--- src/design/dadn_pkg.sv ---
// Package for the Gregorian date add-days unit.
// Holds widths, constants, the controller-to-datapath command and status types,
// and the month-length and leap-year functions. Depends on nothing.
package dadn_pkg;

    // Number of low bits of the offset field taken as the signed day offset.
    localparam int OFFSET_BITS = 16;

    // Field widths of the input and result items.
    localparam int DAY_IN_W  = 5;
    localparam int MONTH_W   = 4;
    localparam int YEAR_IN_W = 14;
    localparam int DOFS_W    = 16;

    // Bits of the offset field that are used, and whether they are signed.
    localparam int OFS_USE = (OFFSET_BITS < DOFS_W) ? OFFSET_BITS : DOFS_W;
    localparam bit OFS_SIGNED = (OFFSET_BITS <= DOFS_W);
    localparam logic [DOFS_W-1:0] OFS_MASK = {DOFS_W{1'b1}} >> (DOFS_W - OFS_USE);

    // Working day count, signed: start day plus the full offset range.
    localparam int DAY_W = DOFS_W + 2;
    // Working year, signed: can dip below zero.
    localparam int YR_W = YEAR_IN_W + 2;

    localparam int YEAR_CYCLE    = 400;
    localparam int CENTURY       = 100;
    localparam int YEAR_MIN      = 1;
    localparam int YEAR_MAX      = 9999;
    localparam int YEAR_SAT_HIGH = 10000;

    // Binary reduction of the start year modulo 400: 400 * 2^k for k = 5 down to 0.
    localparam int MOD_STEPS = 6;
    localparam int MOD_CNT_W = $clog2(MOD_STEPS);

    localparam logic [MONTH_W-1:0] MON_JAN = 4'd1;
    localparam logic [MONTH_W-1:0] MON_FEB = 4'd2;
    localparam logic [MONTH_W-1:0] MON_APR = 4'd4;
    localparam logic [MONTH_W-1:0] MON_JUN = 4'd6;
    localparam logic [MONTH_W-1:0] MON_SEP = 4'd9;
    localparam logic [MONTH_W-1:0] MON_NOV = 4'd11;
    localparam logic [MONTH_W-1:0] MON_DEC = 4'd12;

    localparam logic [DAY_IN_W-1:0] FEB_LEAP_DAYS = 5'd29;
    localparam logic [DAY_IN_W-1:0] FEB_DAYS      = 5'd28;
    localparam logic [DAY_IN_W-1:0] SHORT_DAYS    = 5'd30;
    localparam logic [DAY_IN_W-1:0] LONG_DAYS     = 5'd31;

    typedef struct packed {
        logic                 load;
        logic                 mod_step;
        logic [MOD_CNT_W-1:0] mod_idx;
        logic                 fwd;
        logic                 back;
        logic                 capture;
    } t_dp_cmd;

    typedef struct packed {
        logic need_fwd;
        logic need_back;
    } t_dp_sts;

    // Leap test from the year's two low bits and its residue modulo 400.
    function automatic logic is_leap(input logic [1:0] low2, input logic [YEAR_IN_W-1:0] y400);
        logic div100;
        div100 = (y400 == YEAR_IN_W'(0)) || (y400 == YEAR_IN_W'(CENTURY)) ||
                 (y400 == YEAR_IN_W'(2 * CENTURY)) || (y400 == YEAR_IN_W'(3 * CENTURY));
        return (low2 == 2'd0) && (!div100 || (y400 == YEAR_IN_W'(0)));
    endfunction

    function automatic logic [DAY_IN_W-1:0] month_len(input logic [MONTH_W-1:0] month,
                                                      input logic leap);
        logic [DAY_IN_W-1:0] len;
        case (month)
            MON_FEB: len = leap ? FEB_LEAP_DAYS : FEB_DAYS;
            MON_APR, MON_JUN, MON_SEP, MON_NOV: len = SHORT_DAYS;
            default: len = LONG_DAYS;
        endcase
        return len;
    endfunction

endpackage

--- src/design/dadn_ctrl.sv ---
// Controller of the date add-days unit: sequences load, year reduction,
// month stepping and the result hand-off. Depends on dadn_pkg.
module dadn_ctrl
    import dadn_pkg::*;
(
    input  logic    i_clk,
    input  logic    i_rst_n,
    input  logic    i_in_valid,
    output logic    o_in_ready,
    input  logic    i_out_ready,
    output logic    o_out_valid,
    input  t_dp_sts i_sts,
    output t_dp_cmd o_cmd
);

    typedef enum logic [1:0] {
        S_IDLE,
        S_MOD,
        S_STEP,
        S_HOLD
    } t_state;

    t_state               r_state, n_state;
    logic [MOD_CNT_W-1:0] r_cnt, n_cnt;
    logic                 r_out_valid, n_out_valid;
    logic                 out_free;

    assign out_free    = !r_out_valid || i_out_ready;
    assign o_in_ready  = (r_state == S_IDLE);
    assign o_out_valid = r_out_valid;

    always_comb begin
        n_state = r_state;
        n_cnt   = r_cnt;
        o_cmd   = '0;
        case (r_state)
            S_IDLE: begin
                if (i_in_valid) begin
                    o_cmd.load = 1'b1;
                    n_cnt      = MOD_CNT_W'(MOD_STEPS - 1);
                    n_state    = S_MOD;
                end
            end
            S_MOD: begin
                o_cmd.mod_step = 1'b1;
                o_cmd.mod_idx  = r_cnt;
                if (r_cnt == '0) begin
                    n_state = S_STEP;
                end else begin
                    n_cnt = r_cnt - 1'b1;
                end
            end
            S_STEP: begin
                if (i_sts.need_fwd) begin
                    o_cmd.fwd = 1'b1;
                end else if (i_sts.need_back) begin
                    o_cmd.back = 1'b1;
                end else if (out_free) begin
                    o_cmd.capture = 1'b1;
                    n_state       = S_IDLE;
                end else begin
                    n_state = S_HOLD;
                end
            end
            S_HOLD: begin
                if (out_free) begin
                    o_cmd.capture = 1'b1;
                    n_state       = S_IDLE;
                end
            end
            default: begin
                n_state = S_IDLE;
            end
        endcase
    end

    always_comb begin
        n_out_valid = r_out_valid;
        if (o_cmd.capture) begin
            n_out_valid = 1'b1;
        end else if (i_out_ready) begin
            n_out_valid = 1'b0;
        end
    end

    always_ff @(posedge i_clk) begin
        if (!i_rst_n) begin
            r_state     <= S_IDLE;
            r_cnt       <= '0;
            r_out_valid <= 1'b0;
        end else begin
            r_state     <= n_state;
            r_cnt       <= n_cnt;
            r_out_valid <= n_out_valid;
        end
    end

endmodule

--- src/design/dadn_datapath.sv ---
// Datapath of the date add-days unit: working day, month and year registers,
// the year-modulo-400 residue, and the result register. Depends on dadn_pkg.
module dadn_datapath
    import dadn_pkg::*;
(
    input  logic                  i_clk,
    input  t_dp_cmd               i_cmd,
    input  logic [DAY_IN_W-1:0]   i_start_day,
    input  logic [MONTH_W-1:0]    i_start_month,
    input  logic [YEAR_IN_W-1:0]  i_start_year,
    input  logic [DOFS_W-1:0]     i_day_offset,
    output t_dp_sts               o_sts,
    output logic [DAY_IN_W-1:0]   o_result_day,
    output logic [MONTH_W-1:0]    o_result_month,
    output logic [YEAR_IN_W-1:0]  o_result_year,
    output logic                  o_out_of_range
);

    logic signed [DAY_W-1:0] r_day, n_day;
    logic [MONTH_W-1:0]      r_month, n_month;
    logic signed [YR_W-1:0]  r_year, n_year;
    logic [YEAR_IN_W-1:0]    r_y400, n_y400;

    logic [DAY_IN_W-1:0]     r_res_day;
    logic [MONTH_W-1:0]      r_res_month;
    logic [YEAR_IN_W-1:0]    r_res_year;
    logic                    r_res_oor;

    logic [DOFS_W-1:0]       ofs_masked;
    logic signed [DAY_W-1:0] ofs_ext;
    logic [MONTH_W-1:0]      month_clamp;
    logic [DAY_IN_W-1:0]     cur_len;
    logic [DAY_IN_W-1:0]     prev_len;
    logic [MONTH_W-1:0]      prev_month;
    logic                    prev_wrap;
    logic [1:0]              prev_low2;
    logic [YEAR_IN_W-1:0]    prev_y400;
    logic [YEAR_IN_W-1:0]    next_y400;
    logic [YEAR_IN_W-1:0]    mod_thresh;
    logic                    year_low;
    logic                    year_high;

    // The offset keeps its low bits and is sign-extended from the top used bit.
    always_comb begin
        ofs_masked = i_day_offset & OFS_MASK;
        ofs_ext    = signed'(DAY_W'(ofs_masked));
        if (OFS_SIGNED && ofs_masked[OFS_USE-1]) begin
            ofs_ext = ofs_ext - signed'(DAY_W'(1) << OFS_USE);
        end
    end

    always_comb begin
        if (i_start_month < MON_JAN) begin
            month_clamp = MON_JAN;
        end else if (i_start_month > MON_DEC) begin
            month_clamp = MON_DEC;
        end else begin
            month_clamp = i_start_month;
        end
    end

    assign cur_len = month_len(r_month, is_leap(r_year[1:0], r_y400));

    // Stepping back from January lands in December of the previous year.
    assign prev_wrap  = (r_month == MON_JAN);
    assign prev_month = prev_wrap ? MON_DEC : (r_month - 1'b1);
    assign prev_low2  = prev_wrap ? (r_year[1:0] - 2'd1) : r_year[1:0];
    assign prev_y400  = !prev_wrap ? r_y400 :
                        (r_y400 == '0) ? YEAR_IN_W'(YEAR_CYCLE - 1) : (r_y400 - 1'b1);
    assign next_y400  = (r_y400 == YEAR_IN_W'(YEAR_CYCLE - 1)) ? '0 : (r_y400 + 1'b1);
    assign prev_len   = month_len(prev_month, is_leap(prev_low2, prev_y400));

    assign mod_thresh = YEAR_IN_W'(YEAR_CYCLE << i_cmd.mod_idx);

    assign o_sts.need_fwd  = (r_day > signed'(DAY_W'(cur_len)));
    assign o_sts.need_back = (r_day < signed'(DAY_W'(1)));

    always_comb begin
        n_day   = r_day;
        n_month = r_month;
        n_year  = r_year;
        n_y400  = r_y400;
        if (i_cmd.load) begin
            n_day   = signed'(DAY_W'(i_start_day)) + ofs_ext;
            n_month = month_clamp;
            n_year  = signed'(YR_W'(i_start_year));
            n_y400  = i_start_year;
        end else if (i_cmd.mod_step) begin
            if (r_y400 >= mod_thresh) begin
                n_y400 = r_y400 - mod_thresh;
            end
        end else if (i_cmd.fwd) begin
            n_day = r_day - signed'(DAY_W'(cur_len));
            if (r_month == MON_DEC) begin
                n_month = MON_JAN;
                n_year  = r_year + signed'(YR_W'(1));
                n_y400  = next_y400;
            end else begin
                n_month = r_month + 1'b1;
            end
        end else if (i_cmd.back) begin
            n_day   = r_day + signed'(DAY_W'(prev_len));
            n_month = prev_month;
            n_y400  = prev_y400;
            if (prev_wrap) begin
                n_year = r_year - signed'(YR_W'(1));
            end
        end
    end

    assign year_low  = (r_year < signed'(YR_W'(YEAR_MIN)));
    assign year_high = (r_year > signed'(YR_W'(YEAR_MAX)));

    always_ff @(posedge i_clk) begin
        r_day   <= n_day;
        r_month <= n_month;
        r_year  <= n_year;
        r_y400  <= n_y400;
        if (i_cmd.capture) begin
            r_res_day   <= r_day[DAY_IN_W-1:0];
            r_res_month <= r_month;
            r_res_oor   <= year_low || year_high;
            if (year_low) begin
                r_res_year <= '0;
            end else if (year_high) begin
                r_res_year <= YEAR_IN_W'(YEAR_SAT_HIGH);
            end else begin
                r_res_year <= r_year[YEAR_IN_W-1:0];
            end
        end
    end

    assign o_result_day   = r_res_day;
    assign o_result_month = r_res_month;
    assign o_result_year  = r_res_year;
    assign o_out_of_range = r_res_oor;

endmodule

--- src/design/date_add_days_normalize_unit.sv ---
// Top level of the Gregorian date add-days unit: stream ports, controller
// and datapath. Depends on dadn_pkg, dadn_ctrl and dadn_datapath.
//
// Adds a signed day offset to a Gregorian date and returns the normalized
// date, stepping one month per clock cycle through the datapath. An item is
// accepted, its start year is reduced modulo 400, the day count is stepped
// through each month crossed, and the result register is written; the input
// is not ready again until that result has been written. A waiting result
// does not block the next transaction from being accepted. The out_of_range
// bit is set when the result year leaves 1..9999, with the year then reading
// 0 or 10000.
module date_add_days_normalize_unit
    import dadn_pkg::*;
(
    input  logic        i_clk,
    input  logic        i_rst_n,
    input  logic        i_s_axis_tvalid,
    output logic        o_s_axis_tready,
    // [4:0] start_day, [8:5] start_month, [22:9] start_year,
    // [38:23] day_offset, [39] zero pad.
    input  logic [39:0] i_s_axis_tdata,
    output logic        o_m_axis_tvalid,
    input  logic        i_m_axis_tready,
    // [4:0] result_day, [8:5] result_month, [22:9] result_year,
    // [23] out_of_range.
    output logic [23:0] o_m_axis_tdata
);

    t_dp_cmd              cmd;
    t_dp_sts              sts;
    logic [DAY_IN_W-1:0]  res_day;
    logic [MONTH_W-1:0]   res_month;
    logic [YEAR_IN_W-1:0] res_year;
    logic                 res_oor;

    dadn_ctrl u_ctrl (
        .i_clk       (i_clk),
        .i_rst_n     (i_rst_n),
        .i_in_valid  (i_s_axis_tvalid),
        .o_in_ready  (o_s_axis_tready),
        .i_out_ready (i_m_axis_tready),
        .o_out_valid (o_m_axis_tvalid),
        .i_sts       (sts),
        .o_cmd       (cmd)
    );

    dadn_datapath u_datapath (
        .i_clk          (i_clk),
        .i_cmd          (cmd),
        .i_start_day    (i_s_axis_tdata[4:0]),
        .i_start_month  (i_s_axis_tdata[8:5]),
        .i_start_year   (i_s_axis_tdata[22:9]),
        .i_day_offset   (i_s_axis_tdata[38:23]),
        .o_sts          (sts),
        .o_result_day   (res_day),
        .o_result_month (res_month),
        .o_result_year  (res_year),
        .o_out_of_range (res_oor)
    );

    assign o_m_axis_tdata = {res_oor, res_year, res_month, res_day};

endmodule
--- config.mk ---
export PLATFORM = sky130hd
export DESIGN_NAME = date_add_days_normalize_unit
export DESIGN_NICKNAME = d
export VERILOG_FILES = /design/src/design/dadn_pkg.sv /design/src/design/dadn_ctrl.sv /design/src/design/dadn_datapath.sv /design/src/design/date_add_days_normalize_unit.sv
export SDC_FILE = /design/constraint.sdc
export NUM_CORES = 1
export LEC_CHECK = 0
export ABC_CLOCK_PERIOD_IN_PS = 6400
export BUFFER_PORTS_ARGS = -buffer_cell sky130_fd_sc_hd__buf_2
export CAP_MARGIN = 20
export CORE_MARGIN = 10
export CORE_UTILIZATION = 30
export CTS_CLUSTER_SIZE = 10
export DETAILED_ROUTE_END_ITERATION = 8
export MAX_ROUTING_LAYER = met4
export PLACE_DENSITY = 0.49
export SKIP_LAST_GASP = 1
export SLEW_MARGIN = 10
export SYNTH_ARGS = -nofsm -noshare
export SYNTH_HDL_FRONTEND = slang
export SYNTH_SLANG_ARGS = --single-unit
export TNS_END_PERCENT = 100
--- constraint.sdc ---
create_clock -name i_clk -period 6.4 [get_ports i_clk]
set_input_delay 0.32 -clock i_clk [delete_from_list [all_inputs] [get_ports i_clk]]
set_output_delay 0.32 -clock i_clk [all_outputs]
set_load 0.01 [all_outputs]
==> results.tsv, run 1 <==
stage	metric	value	unit
synthesis	Mapped Nets	875	
clock_network	H-tree depth	3	
pwr	overall power of the completed layout	0.00261	W
detailed_routing	# DRC	0	
detailed_routing	via/cell ratio	5.30	
final_layout	fraction of layout cells with a size suffix above 1	15.0	%
clock_network	master cell of the clock root buffer	clkbuf_16	
sta	# setup viols final	0	
floorplan	Placeable Area	22600	um2
critical_path	delay of the slowest cell on the worst path	590	ps
detailed_routing	Iteration-0 DRC Markers	407	
detailed_routing	first-pass iteration count of the detailed router	5	
synthesis	yosys synthesis warning count	0	
synthesis	flop and latch count out of synthesis	82	
clock_network	# Post-CTS Setup Buffers	0	
placed_design	global placer's final weighted congestion	0.873	
sta	Post-Route Setup TNS	0	ps
clock_network	clock transition time at the flip-flop clock pins of the worst setup and hold paths	70	ps
final_layout	combined area of the multi-input logic cells	4160	um2
worst_hold_path	Hold WC Path Type	input port to flip-flop	
synthesis	number of library cell types mapped by synthesis	86	
synthesis	synthesized netlist cell count	791	
placed_design	count of port buffers added during placement	68	
global_routing	first-pass GRT wire length	32400	um
synthesis	most frequent cell after synthesis	nand2_1	
synthesis	mean instance size in the synthesized netlist	8.67	um2
detailed_routing	detail-routed net length per standard cell	17.6	um
sta	number of max-slew violations in the final report	0	
critical_path	Crit Path Max Fanout	17	
synthesis	adder-cell share of the synthesized area	7.62	%
clock_network	CTS hold repair buffers	0	
critical_path	cell repeated most along the worst path	nor2_1	
final_layout	Layout Area Growth over Synthesis	12.9	%
sta	unrepaired setup endpoints after global routing	no	
synthesis	mux cell area share after synthesis	1.82	%
detailed_routing	Final Routed Wirelength	19800	um
sta	Max Clock Skew	8.98	ps
synthesis	Synth Area in XOR/XNOR	7.53	%
global_routing	vias in the first global route	5967	
global_routing	antenna violations before repair	1	
floorplan	die extent in y	171	um
floorplan	Die Footprint	29300	um2
critical_path	kind of launch point of the worst setup path	flip-flop	
final_layout	number of nets at the end of the flow	919	
synthesis	dominant register cell in the synthesized netlist	edfxtp_1	
global_routing	maximum number of pins on one net before global-route repair	52	
placed_design	post-DP HPWL	14700	um
sta	maximum clock rate	0.187	GHz
sta	worst slew margin relative to its limit	43.4	%
pwr	Static Leak	2.87	nW
pwr	Power Density	337	nW/um2
synthesis	ranking of synthesized cells by area	edfxtp_1 32%, ha_1 6.7%, nand2_1 5.1%, o21ai_0 4.4%, xnor2_1 4.0%	
clock_network	CTS sink count	82	
global_routing	Total Routing Usage GR	14.2	%
clock_network	TritonCTS clock tree	yes	
synthesis	ys async rst share	0	%
sta	final worst path period share	83.3	%
critical_path	crit end category	flip-flop	
clock_network	TritonCTS Buffers	9	
sta	Worst Max-Slew Pin Slew	847	ps
synthesis	number of enable-type register cells in the synthesized netlist	74	
critical_path	standard cell with the maximum stage delay on the critical path	nand2b_1	
clock_network	clock latency of the later-clocked register in the worst-skew pair	350	ps
critical_path	CP Cell Sequence	or3_1 > nor4_2 > o41ai_1 > nand2_1 > a21oi_1 > nor2_1 > ha_1 > inv_1 > fa_1 > and4_1 > a211oi_4 > a21o_2 > nor2_1 > nor2b_1 > nand2b_1	
synthesis	Mapped Area	6860	um2
clock_network	post-cts resize count	0	
final_layout	Storage cell area	2380	um2
critical_path	critical path start-end classification	flip-flop to flip-flop	
synthesis	area share of and/or/nand/nor cells after synthesis	23.9	%
floorplan	I/O pin total	70	
synthesis	compound-cell area share of the yosys netlist	19.6	%
floorplan	horizontal die dimension	171	um
floorplan	starting utilization of the core area	30.4	%
critical_path	required time at the worst-slack endpoint	6390	ps
sta	min Tclk post-route	5330	ps
critical_path	Bufs and invs on worst path	1	
synthesis	top cells by count, synth	93 x nand2_1, 74 x edfxtp_1, 72 x nor2_1	
pwr	worst ir drop on vdd	102	uV
global_routing	grt ovf	0	
synthesis	Yosys top cell by area	edfxtp_1	
run_status	outcome	finished, final reports clean	
floorplan	Site Rows	55	
synthesis	sequential element share of the synthesized area	34.7	%
critical_path	delay-heaviest family, CP	simple AND/OR/NAND/NOR gates	
sta	final hold violations	0	
clock_network	number of buffers between clock root and the deepest sink	2	
critical_path	data arrival time of the worst path	5320	ps
final_layout	final-layout fill cell count	2401	
detailed_routing	post-route antenna net violation count	0	
run	max-cap violation count	0	
synthesis	fraction of post-synthesis cell area in the top cell type by area	32.4	%
detailed_routing	total via count in the routed design	5971	
synthesis	main combinational cell family by area after synthesis	simple AND/OR/NAND/NOR gates	
state kept, by name, summed over array words and instances (netlist names):
register / count
u_ctrl.r_state: 2
u_datapath.o_result_day: 5
u_datapath.o_out_of_range: 1
u_datapath.r_month: 4
u_datapath.r_year: 16
u_datapath.r_y400: 14
u_ctrl.r_cnt: 3
u_datapath.o_result_month: 4
u_datapath.o_result_year: 14
u_datapath.r_day: 18
u_ctrl.o_out_valid: 1
worst paths after layout:
check,depth (start not counted),startpoint,end,slack (ps)
setup / recovery,15,u_datapath.r_y400[4],u_datapath.r_y400[8],1070
hold / removal,3,i_rst_n,u_ctrl.r_cnt[0],240
setup reg to reg,15,u_datapath.r_y400[4],u_datapath.r_y400[8],1070
hold reg to reg,2,u_datapath.r_year[15],u_datapath.r_year[15],490
logic make-up (layout without fill, tap and decap cells):
family	Yosys count	count (layout)
AND/OR/NAND/NOR	323	323
AO/OA/AOI/OAI	197	197
flip-flops	82	82
buffers and inverters	78	127
XOR/XNOR	59	59
adder cells (fa/ha/maj)	40	40
multiplexers	12	12
other	0	1
layer usage:
metal | global-route usage, % | vias to the layer above | part of all wire (%)
met5 | - | - | 0
met4 | 3.89 | 0 | 1.3
met3 | 2.70 | 20 | 5.3
met2 | 22.0 | 184 | 45
met1 | 18.6 | 2764 | 48
li1 | - | 3003 | -
report_power, final:
part | leakage [nW] | switching, W | internal [W] | total (W)
clock network | 0.145 | 0.000232 | 0.000343 | 0.000575
registers | 0.768 | 0.000239 | 0.000767 | 0.00101
logic | 1.96 | 0.000595 | 0.000436 | 0.00103
worst reg2reg max path, cell delays in order (launching register included):
cell and delay (ps):
edfxtp_1 560, or3_1 510, nor4_2 560, o41ai_1 230, nand2_1 110, a21oi_1 60, nor2_1 150, ha_1 190
inv_1 60, fa_1 400, and4_1 230, a211oi_4 410, a21o_2 400, nor2_1 100, nor2b_1 400, nand2b_1 590
layout by cell type, fill, tap and decap left out, types with 9 or more instances in the layout:
master,netlist,routed
xor2_1,28,28
buf_2,4,68
and2_1,12,12
nand4_1,9,9
nor3_1,27,27
clkbuf_16,0,9
or2_2,10,10
or3_1,12,12
nor4_1,10,10
edfxtp_1,74,74
and3_1,11,11
inv_1,35,35
nand2_1,93,93
ha_1,37,37
nand2b_1,9,9
o21a_1,10,10
nor2_1,72,70
o211ai_1,9,9
xnor2_1,31,31
o21ai_0,60,60
nand3_1,21,21
a21oi_1,30,30
metrics by stage:
stage | setup slack [ps] | util (%) | hold slack, ps | std cells | instance area [um2]
4_1_cts | 1060 | 34.3 | 241 | 1125 | 7750
2_1_floorplan | 1730 | - | 424 | 791 | 6860
3_3_place_gp | 1100 | 32.9 | 478 | 1109 | 7430
6_report | 1070 | 34.3 | 244 | 1126 | 7750
3_5_place_dp | 1100 | 32.9 | 489 | 1109 | 7430
5_1_grt | 720 | 34.3 | 256 | 1126 | 7750
area by class of cell:
type | instances | share of cell area, %
multi-input combinational | 631 | 53.6
sequential | 82 | 30.7
timing repair buffer | 76 | 5.17
tap | 285 | 4.60
clock buffer | 10 | 2.95
inverter | 35 | 1.70
clock inverter | 6 | 1.18
antenna | 1 | 0.0323
(Power assumes the default switching activity.)
==> run 2, diff against run 1 <==
ABC_AREA = 1   (was unset)
ABC_CLOCK_PERIOD_IN_PS = 5000   (was 6400)
clock period = 5 ns   (was 6.4 ns; I/O delays follow)
==> run 2 against run 1 <==
Final area increased by 9.7%. Clock-buffer cell count decreased by 1. Flip-flop and latch count unchanged. Highest routed layer unchanged.
==> results.tsv, run 2 <==
stage	metric	value	unit
critical_path	Crit Path Max Fanout	13	
run	max-cap violation count	0	
detailed_routing	met3 wire length	903	um
final_layout	Reg with most FFs	u_datapath.r_day	
final_layout	fraction of layout cells with a size suffix above 1	11.0	%
sta	Worst Max-Slew Pin Slew	1060	ps
clock_network	clock transition time at the flip-flop clock pins of the worst setup and hold paths	70	ps
final_layout	Layout Area Growth over Synthesis	11.1	%
detailed_routing	Final Routed Wirelength	23600	um
synthesis	most frequent cell after synthesis	nand2_1	
floorplan	horizontal die dimension	180	um
floorplan	Site Rows	58	
sta	unrepaired setup endpoints after global routing	no	
critical_path	data arrival time of the worst path	4540	ps
synthesis	Mapped Nets	1206	
pwr	Static Leak	3.86	nW
placed_design	post-DP HPWL	18300	um
detailed_routing	detail-routed net length per standard cell	15.6	um
detailed_routing	post-route antenna net violation count	0	
synthesis	mean instance size in the synthesized netlist	6.82	um2
worst_hold_path	Hold WC Path Type	input port to flip-flop	
global_routing	Total Routing Usage GR	14.6	%
detailed_routing	Iteration-0 DRC Markers	494	
critical_path	kind of launch point of the worst setup path	flip-flop	
clock_network	CTS sink count	82	
placed_design	count of port buffers added during placement	68	
detailed_routing	via/cell ratio	4.88	
synthesis	ys async rst share	0	%
sta	maximum clock rate	0.225	GHz
global_routing	vias in the first global route	7073	
floorplan	Die Footprint	32300	um2
detailed_routing	total via count in the routed design	7377	
sta	worst slew margin relative to its limit	29.0	%
clock_network	number of buffers between clock root and the deepest sink	2	
pwr	worst ir drop on vdd	297	uV
synthesis	ranking of synthesized cells by area	edfxtp_1 29%, nand2_1 16%, inv_1 6.6%, nand3_1 6.3%, ha_1 6.1%	
critical_path	required time at the worst-slack endpoint	5100	ps
synthesis	Mapped Area	7650	um2
synthesis	fraction of post-synthesis cell area in the top cell type by area	29.0	%
global_routing	first-pass GRT wire length	38000	um
clock_network	post-cts resize count	0	
run_status	outcome	finished, final reports clean	
sta	final hold violations	0	
detailed_routing	top routing layer in use	met4	
final_layout	most common cell after layout, fill and taps aside	nand2_1	
synthesis	synthesized netlist cell count	1122	
sta	min Tclk post-route	4440	ps
final_layout	largest registers ranked by flip-flop count	u_datapath.r_day (18), u_datapath.r_year (16)	
sta	Post-Route Setup TNS	0	ps
final_layout	antenna diode instance count	0	
synthesis	number of enable-type register cells in the synthesized netlist	74	
sta	number of max-slew violations in the final report	0	
final_layout	number of flip-flops under the largest register name	18	
placed_design	global placer's final weighted congestion	0.924	
sta	Fin Hold WS	172	ps
critical_path	critical path start-end classification	flip-flop to flip-flop	
final_layout	final-layout fill cell count	2848	
floorplan	starting utilization of the core area	30.5	%
pwr	overall power of the completed layout	0.00552	W
detailed_routing	met2 wire len	10800	um
synthesis	flop and latch count out of synthesis	82	
global_routing	antenna violations before repair	0	
detailed_routing	met1 WL	11700	um
clock_network	# Post-CTS Setup Buffers	0	
critical_path	crit end category	flip-flop	
clock_network	CTS hold repair buffers	0	
global_routing	maximum number of pins on one net before global-route repair	57	
clock_network	clock latency of the later-clocked register in the worst-skew pair	350	ps
synthesis	sequential element share of the synthesized area	31.1	%
pwr	Power Density	649	nW/um2
floorplan	die extent in y	180	um
clock_network	master cell of the clock root buffer	clkbuf_16	
sta	final worst path period share	88.7	%
floorplan	I/O pin total	70	
detailed_routing	first-pass iteration count of the detailed router	5	
global_routing	grt ovf	0	
sta	Max Clock Skew	9.64	ps
clock_network	H-tree depth	3	
synthesis	yosys synthesis warning count	0	
clock_network	TritonCTS Buffers	9	
synthesis	number of library cell types mapped by synthesis	50	
detailed_routing	# DRC	0	
synthesis	dominant register cell in the synthesized netlist	edfxtp_1	
synthesis	top cells by count, synth	329 x nand2_1, 134 x inv_1, 121 x nor2_1	
floorplan	Placeable Area	25100	um2
final_layout	top library cells by usage in the layout, fill and taps aside	328 x nand2_1, 134 x inv_1, 120 x nor2_1	
synthesis	Yosys top cell by area	edfxtp_1	
sta	# setup viols final	0	
clock_network	TritonCTS clock tree	yes	
final_layout	number of nets at the end of the flow	1260	
final_layout	final core utilization	33.9	%
run 2: cell types whose count changed after synthesis, sizes merged, moves of 12 or more:
cell	before	now
and2	13	0
buf	12	24
clkbuf	31	10
inv	35	137
nand2	93	336
nand3	21	98
nand4	9	22
nor2	72	131
o21ai	60	84
xnor2	31	2
run 2: final timing paths:
kind,cells after the start,slack [ps],from,end
hold / removal,3,170,i_rst_n,u_ctrl.o_out_valid
hold reg to reg,0,490,u_datapath.r_day[0],u_datapath.o_result_day[0]
setup / recovery,27,560,u_datapath.r_month[1],u_datapath.r_day[12]
setup reg to reg,27,560,u_datapath.r_month[1],u_datapath.r_day[12]
run 2: layout make-up:
cell class / count / area [um2] / share of cell area [%]
repair buffers: 77 / 408 / 4.80
well taps: 330 / 413 / 4.86
multi-input cells: 868 / 4510 / 53.0
flip-flops and latches: 82 / 2380 / 28.0
clock buffers: 9 / 225 / 2.65
inverters: 138 / 518 / 6.09
clock inverters: 7 / 51.3 / 0.603
run 2: cell families after synthesis:
group           after synthesis  synth area share [%]
simple gates                628                  35.5
fa+ha+maj                    40                  6.84
compound gates              166                  12.6
buf+inv                     172                  10.0
flops                        82                  31.1
xor+xnor                     34                  3.89
run 2: per-layer routing:
| metal | up-vias | GRT usage, % |
|---|---|---|
| met3 | 10 | 2.37 |
| met2 | 150 | 23.0 |
| met5 | - | - |
| li1 | 3831 | - |
| met1 | 3386 | 19.3 |
| met4 | 0 | 2.91 |
run 2: per-stage QoR:
step,cell area (um2),instances,setup slack (ps)
after CTS,8500,1511,540
final,8500,1511,565
after detailed placement,8230,1495,565
after global routing,8500,1511,170
after global placement,8230,1495,616
after floorplan,7650,1122,1010
run 2: worst max-delay path: stages, from the launching register on:
cell	delay (ps)
edfxtp_1	500
inv_1	170
ha_1	280
nand2_2	180
inv_1	180
nand3_2	300
nand3_1	300
nor2_1	90
nand2_1	60
nand2_1	40
nand3_1	60
nand2_1	60
nand2_1	110
nand2_1	60
nand2_1	90
ha_1	200
inv_1	60
fa_1	400
inv_1	80
nor3_1	50
nand2_1	90
nand2_1	70
inv_1	80
nand2_1	100
o21ai_0	280
o211ai_2	120
nand3_1	110
nand2_1	60
run 2: where the power goes:
group / total, W / internal (W) / switching [W]
registers: 0.00170 / 0.00127 / 0.000429
logic: 0.00318 / 0.00104 / 0.00214
clock network: 0.000647 / 0.000340 / 0.000307
